File: config.mk
export PLATFORM = sky130hd
export DESIGN_NAME = tps_cell
export DESIGN_NICKNAME = d
export VERILOG_FILES = /design/src/rtl/tps_pkg.sv /design/src/rtl/tps_cell.sv
export SDC_FILE = /design/constraint.sdc
export NUM_CORES = 1
export LEC_CHECK = 0
export ABC_AREA = 1
export BUFFER_PORTS_ARGS = -buffer_cell sky130_fd_sc_hd__buf_2
export CAP_MARGIN = 30
export CORE_UTILIZATION = 52
export CTS_CLUSTER_SIZE = 20
export DETAILED_ROUTE_END_ITERATION = 6
export PLACE_DENSITY = 0.79
export REMOVE_ABC_BUFFERS = 1
export SLEW_MARGIN = 20
export SYNTH_ARGS = -nofsm -noshare
export SYNTH_HDL_FRONTEND = slang
export SYNTH_SLANG_ARGS = --single-unit
File: constraint.sdc
create_clock -name clk -period 4.8 [get_ports clk]
set_input_delay 0.96 -clock clk [delete_from_list [all_inputs] [get_ports clk]]
set_output_delay 0.96 -clock clk [all_outputs]
set_load 0.1 [all_outputs]
File: src/rtl/tps_pkg.sv
// ----------------------------------------------------------------------------
// tps_pkg
// Shared types and codes for the timer pool scheduler: operation and result
// codes, controller states, the per-cell command word and the scan token.
// ----------------------------------------------------------------------------
package tps_pkg;

  // Widest slot index the token can carry (pool of up to 64 timers)
  localparam int IDX_MAX_W = 6;
  localparam int NOW_W     = 64;
  localparam int PERIOD_W  = 40;
  localparam int TAG_W     = 16;
  localparam int RES_W     = 32;
  localparam int TICKS_W   = 16;
  localparam int PROD_W    = RES_W + TICKS_W;
  localparam int FIRE_W    = 5;
  localparam logic [FIRE_W-1:0] MAX_FIRE = 5'd16;
  localparam logic [RES_W-1:0]  RES_RESET = 32'd1000000;

  // Operation codes
  localparam logic [1:0] OP_TICK   = 2'd0;
  localparam logic [1:0] OP_ADD    = 2'd1;
  localparam logic [1:0] OP_DELETE = 2'd2;
  localparam logic [1:0] OP_MODIFY = 2'd3;

  // Result kinds
  localparam logic [2:0] RK_FIRED    = 3'd0;
  localparam logic [2:0] RK_ADDED    = 3'd1;
  localparam logic [2:0] RK_DONE     = 3'd2;
  localparam logic [2:0] RK_FULL     = 3'd3;
  localparam logic [2:0] RK_INACTIVE = 3'd4;
  localparam logic [2:0] RK_NONE     = 3'd5;
  localparam logic [2:0] RK_INVALID  = 3'd6;

  typedef enum logic [2:0] {
    ST_IDLE,
    ST_CMD,
    ST_MUL,
    ST_ADV,
    ST_GO,
    ST_SCAN,
    ST_DECIDE,
    ST_FLUSH
  } tps_state_t;

  // Command broadcast to every cell; idx selects the target cell
  typedef struct packed {
    logic                 add;
    logic                 del;
    logic                 modify;
    logic                 fire;
    logic                 clr_done;
    logic [IDX_MAX_W-1:0] idx;
    logic [PERIOD_W-1:0]  period;
    logic                 periodic;
    logic [TAG_W-1:0]     handler;
    logic [TAG_W-1:0]     ctx;
    logic [NOW_W-1:0]     now;
  } tps_cmd_t;

  // Scan token handed from cell to cell: earliest expired timer so far
  typedef struct packed {
    logic                 go;
    logic                 found;
    logic [NOW_W-1:0]     expiry;
    logic [IDX_MAX_W-1:0] idx;
    logic                 periodic;
    logic [TAG_W-1:0]     handler;
    logic [TAG_W-1:0]     ctx;
  } tps_tok_t;

endpackage

File: src/rtl/tps_cell.sv
// ----------------------------------------------------------------------------
// tps_cell
// One timer slot. Holds its expiry, period, tags and flags, applies the
// broadcast command when selected, and folds itself into the scan token.
// ----------------------------------------------------------------------------
module tps_cell #(
  parameter int CELL_IDX = 0
) (
  input  logic             clk,
  input  logic             rst,
  input  tps_pkg::tps_cmd_t cmd,
  input  tps_pkg::tps_tok_t tok_in,
  output tps_pkg::tps_tok_t tok_out,
  output logic             busy
);
  import tps_pkg::*;

  logic                done;
  logic [NOW_W-1:0]    expiry;
  logic [PERIOD_W-1:0] period;
  logic                periodic;
  logic [TAG_W-1:0]    handler;
  logic [TAG_W-1:0]    ctx;
  logic                sel;
  logic                expired;
  logic                take;

  assign sel = (cmd.idx == IDX_MAX_W'(CELL_IDX));

  // Track busy and fired-this-tick flags
  always_ff @(posedge clk) begin
    if (rst) begin
      busy <= 1'b0;
      done <= 1'b0;
    end else begin
      if (cmd.clr_done) begin
        done <= 1'b0;
      end
      if (sel && cmd.add) begin
        busy <= 1'b1;
      end
      if (sel && cmd.del) begin
        busy <= 1'b0;
      end
      if (sel && cmd.fire) begin
        done <= 1'b1;
        if (!periodic) begin
          busy <= 1'b0;
        end
      end
    end
  end

  // Write slot payload
  always_ff @(posedge clk) begin
    if (sel && cmd.add) begin
      expiry   <= cmd.now + NOW_W'(cmd.period);
      period   <= cmd.period;
      periodic <= cmd.periodic;
      handler  <= cmd.handler;
      ctx      <= cmd.ctx;
    end else if (sel && cmd.modify) begin
      if (cmd.handler != '0) begin
        handler <= cmd.handler;
      end
      if (cmd.ctx != '0) begin
        ctx <= cmd.ctx;
      end
      if (cmd.period != '0) begin
        expiry <= cmd.now + NOW_W'(cmd.period);
      end
    end else if (sel && cmd.fire && periodic) begin
      expiry <= cmd.now + NOW_W'(period);
    end
  end

  // Replace the token only on a strictly earlier expiry: ties stay lower
  assign expired = busy && !done && (expiry <= cmd.now);
  assign take    = expired && (!tok_in.found || (expiry < tok_in.expiry));

  // Hand the token on
  always_ff @(posedge clk) begin
    if (rst) begin
      tok_out <= '0;
    end else if (take) begin
      tok_out.go       <= tok_in.go;
      tok_out.found    <= 1'b1;
      tok_out.expiry   <= expiry;
      tok_out.idx      <= IDX_MAX_W'(CELL_IDX);
      tok_out.periodic <= periodic;
      tok_out.handler  <= handler;
      tok_out.ctx      <= ctx;
    end else begin
      tok_out <= tok_in;
    end
  end

endmodule

==> impl_metrics.py <==
metrics = {
    "synthesis": {
        "yosys.area_share.simple_pct": 26.2,
        "ys_warn_count": 0,
        "synthXorXnorAreaFrac_pct": 0.977,
        "synth.avg_cell_area_um2": 7.03,
        "synth_most_common_cell": "nand2_1",
        "seq_area_frac_synth_pct": 33.2,
        "synth-compound-area-share_pct": 15.5,
        "synth_largest_area_cell": "edfxtp_1",
        "ys_ff_latch": 244,
        "synthArstFlopShare_pct": 0,
        "ys_top_cells_by_count": "nand2_1 (527), inv_1 (419), nor2_1 (337)",
        "synthAdderAreaFrac_pct": 14.0,
        "synthMuxAreaShare_pct": 0.0532,
        "synth_edf_count": 137,
        "netlist_instances": 2679,
        "synth_top_family_by_area": "simple AND/OR/NAND/NOR gates",
        "synth_cell_types": 44,
        "synth_area_leaders": "edfxtp_1 (22%), ha_1 (14%), dfxtp_1 (11%)",
        "synth-main-ff-cell": "edfxtp_1",
        "netlist.area_leader.share_pct": 21.9,
        "syn_area_mm2": 0.0188,
    },
    "timing": {
        "fmax_mhz": 277,
        "min_period_over_period_pct": 75.2,
        "tns_ns": 0,
        "slew_violations": 0,
        "clock_skew_ns": 0.0118,
        "worst_pin_slew_ns": 0.908,
        "setup_viol": 0,
        "layout_setup_ws_ns": 1.19,
        "whs_ns": 0.569,
        "slew_headroom_pct": 39.0,
        "finalHoldViolCount": 0,
        "grt_setup_unrepaired": "no",
        "fin_crit_ns": 3.61,
    },
    "cts": {
        "cts_htree_levels": 1,
        "cts_tree": "yes",
        "path_clk_slew_ns": 0.07,
        "clk_latency_ns": 0.56,
        "cts_root_buf": "clkbuf_16",
        "cts.sinks": 244,
        "postCtsResizedCells": 0,
        "cts_setup_buffers": 0,
        "cts_buffer_depth": 3,
        "numCtsBuffers": 27,
        "holdBufCountCts": 0,
    },
    "setup_path": {
        "crit_family": "simple AND/OR/NAND/NOR gates",
        "endpoint_kind": "flip-flop",
        "crit_fanout": 100,
        "crit_path_cell_trace": "buf_2 -> inv_1 -> ha_1 -> nand2_1 -> nor2_1 -> nand4_1 -> nor3b_1 -> nand2_1 -> nor3_1 -> nand2_1 -> nand2_1 -> nand2_8 -> buf_4 -> a21oi_1 -> nor2_1",
        "worstPathArrival_ns": 4.06,
        "critPathMostFrequentCell": "nand2_1",
        "critPathKind": "primary input to flip-flop",
        "worst_ep_required_time_ns": 5.25,
        "worstSetupStartpointType": "primary input",
        "path_buf_inv": 3,
        "critPathSlowestCell": "nor3b_1",
        "critPathMaxStageDelay_ns": 0.58,
    },
    "pwr": {
        "p_per_area_mw_per_mm2": 275,
        "power_frac_seq_pct": 37.7,
        "switchingPower_mw": 2.06,
        "intPower_mw": 4.03,
        "p_leak_nw": 11.0,
        "p_sw_share_pct": 33.8,
        "power.share.clock_pct": 37.5,
        "ir_drop_v": 0.000347,
        "combinationalPowerShare_pct": 24.8,
        "power_mw": 6.09,
    },
    "global_route": {
        "grt_max_degree": 126,
        "overflow": 0,
        "grt_pass1_wl_um": 102000,
        "grt_pass1_vias": 18400,
        "antenna_found_initial": 5,
        "grt.total_usage_pct": 36.5,
    },
    "routing": {
        "dr.pass1.iters": 6,
        "drt_iter0_drc": 2097,
        "viasPerCell": 5.69,
        "antenna_left": 0,
        "drcViolationCount": 0,
        "wirelength_um": 69000,
        "wl_per_cell_um": 19.7,
        "num_vias": 20000,
    },
    "die": {
        "core_area_mm2": 0.0356,
        "die-area_mm2": 0.0370,
        "start_util_pct": 52.9,
        "top_level_ports": 361,
        "chipWidth_um": 192,
        "num_rows": 69,
        "dieHeight_um": 192,
    },
    "flow_run": {
        "maxCapViolations": 0,
    },
    "place": {
        "place.gp.congestion": 1.01,
        "dp_slack_ns": 0.740,
        "dpl_cell_area_mm2": 0.0211,
        "portBuffers": 360,
        "dpl.hpwl_um": 56700,
    },
    "finish": {
        "fin_nets": 3488,
        "fillCellCount": 3328,
        "final_cell_area_mm2": 0.0221,
        "area.growth.synth_to_final_pct": 17.4,
        "drive_gt1_share_pct": 14.8,
    },
    "hold_path": {
        "hp-class": "flip-flop to flip-flop",
    },
    "status": {
        "status": "finished clean",
    },
}
## layout by cell type (no fill, tap or decap), types with 15 or more instances in the layout
cell type,netlist,routed
nand4_1,22,22
nand2_1,527,527
ha_1,207,207
or2_2,17,17
nand3_1,184,184
clkbuf_16,0,32
buf_2,35,360
a21o_1,18,18
a21oi_1,315,315
dfxtp_1,107,107
nor3_1,40,40
nor4_1,30,30
o21ai_0,154,154
nor2_1,337,336
edfxtp_1,137,137
inv_1,419,418
xor2_1,15,15
## power by group through the flow
stage | Clock (mW) | Sequential, mW | Combinational [mW]
2_1_floorplan | 0 | 2.68 | 0.644
3_3_place_gp | 0 | 2.34 | 1.45
3_5_place_dp | 0 | 2.34 | 1.47
4_1_cts | 2.30 | 2.29 | 1.48
5_1_grt | 2.37 | 2.30 | 1.63
6_report | 2.28 | 2.29 | 1.51
## worst min-delay path, delay by kind of cell (launching register included)
family	cells	cell delay [ns]
buf+inv	1	0.04
flops	1	0.32
simple gates	3	0.18
## final cells by class
type | instances | area (um^2) | area share [%]
well taps | 461 | 577 | 2.61
flip-flops and latches | 244 | 6260 | 28.3
repair buffers | 378 | 1990 | 8.99
clock buffers | 36 | 846 | 3.83
inverters | 421 | 1580 | 7.15
multi-input cells | 1952 | 10700 | 48.4
diodes | 3 | 7.51 | 0.0340
clock inverters | 13 | 139 | 0.628
## path summary, 6_finish.rpt
kind | from | end | slack, ns | cells past startpoint
max | tok_in[102] | tok_out[95] | 1.19 | 15
min | ctx[12] | tok_out[12] | 0.57 | 4
max reg2reg | expiry[60] | tok_out[95] | 1.24 | 13
min reg2reg | ctx[12] | tok_out[12] | 0.57 | 4
## logic make-up (layout without fill, tap and decap cells)
group | Yosys count | count (layout)
simple gates | 1176 | 1176
compound gates | 545 | 545
buf+inv | 483 | 848
flops | 244 | 244
fa+ha+maj | 209 | 209
xor+xnor | 21 | 21
mux | 1 | 1
other cells | 0 | 3
## state kept, by name, indices dropped and copies added (netlist names)
register	flops
busy	1
ctx	16
expiry	64
tok_out	105
handler	16
period	40
done	1
periodic	1
## stage by stage
stage | utilization (%) | instances
3_3_place_gp | 59.3 | 3455
3_5_place_dp | 59.3 | 3456
4_1_cts | 62.1 | 3505
2_1_floorplan | - | 2617
5_1_grt | 62.1 | 3507
6_report | 62.1 | 3508
## layer usage
layer	wire, um	track usage, %	share of wire, %
met4	2550	13.3	3.7
met5	10	0	0.014
met2	29000	55.1	42
met3	8050	6.49	12
met1	29400	51.8	43
Power figures use the tool's default switching activity.
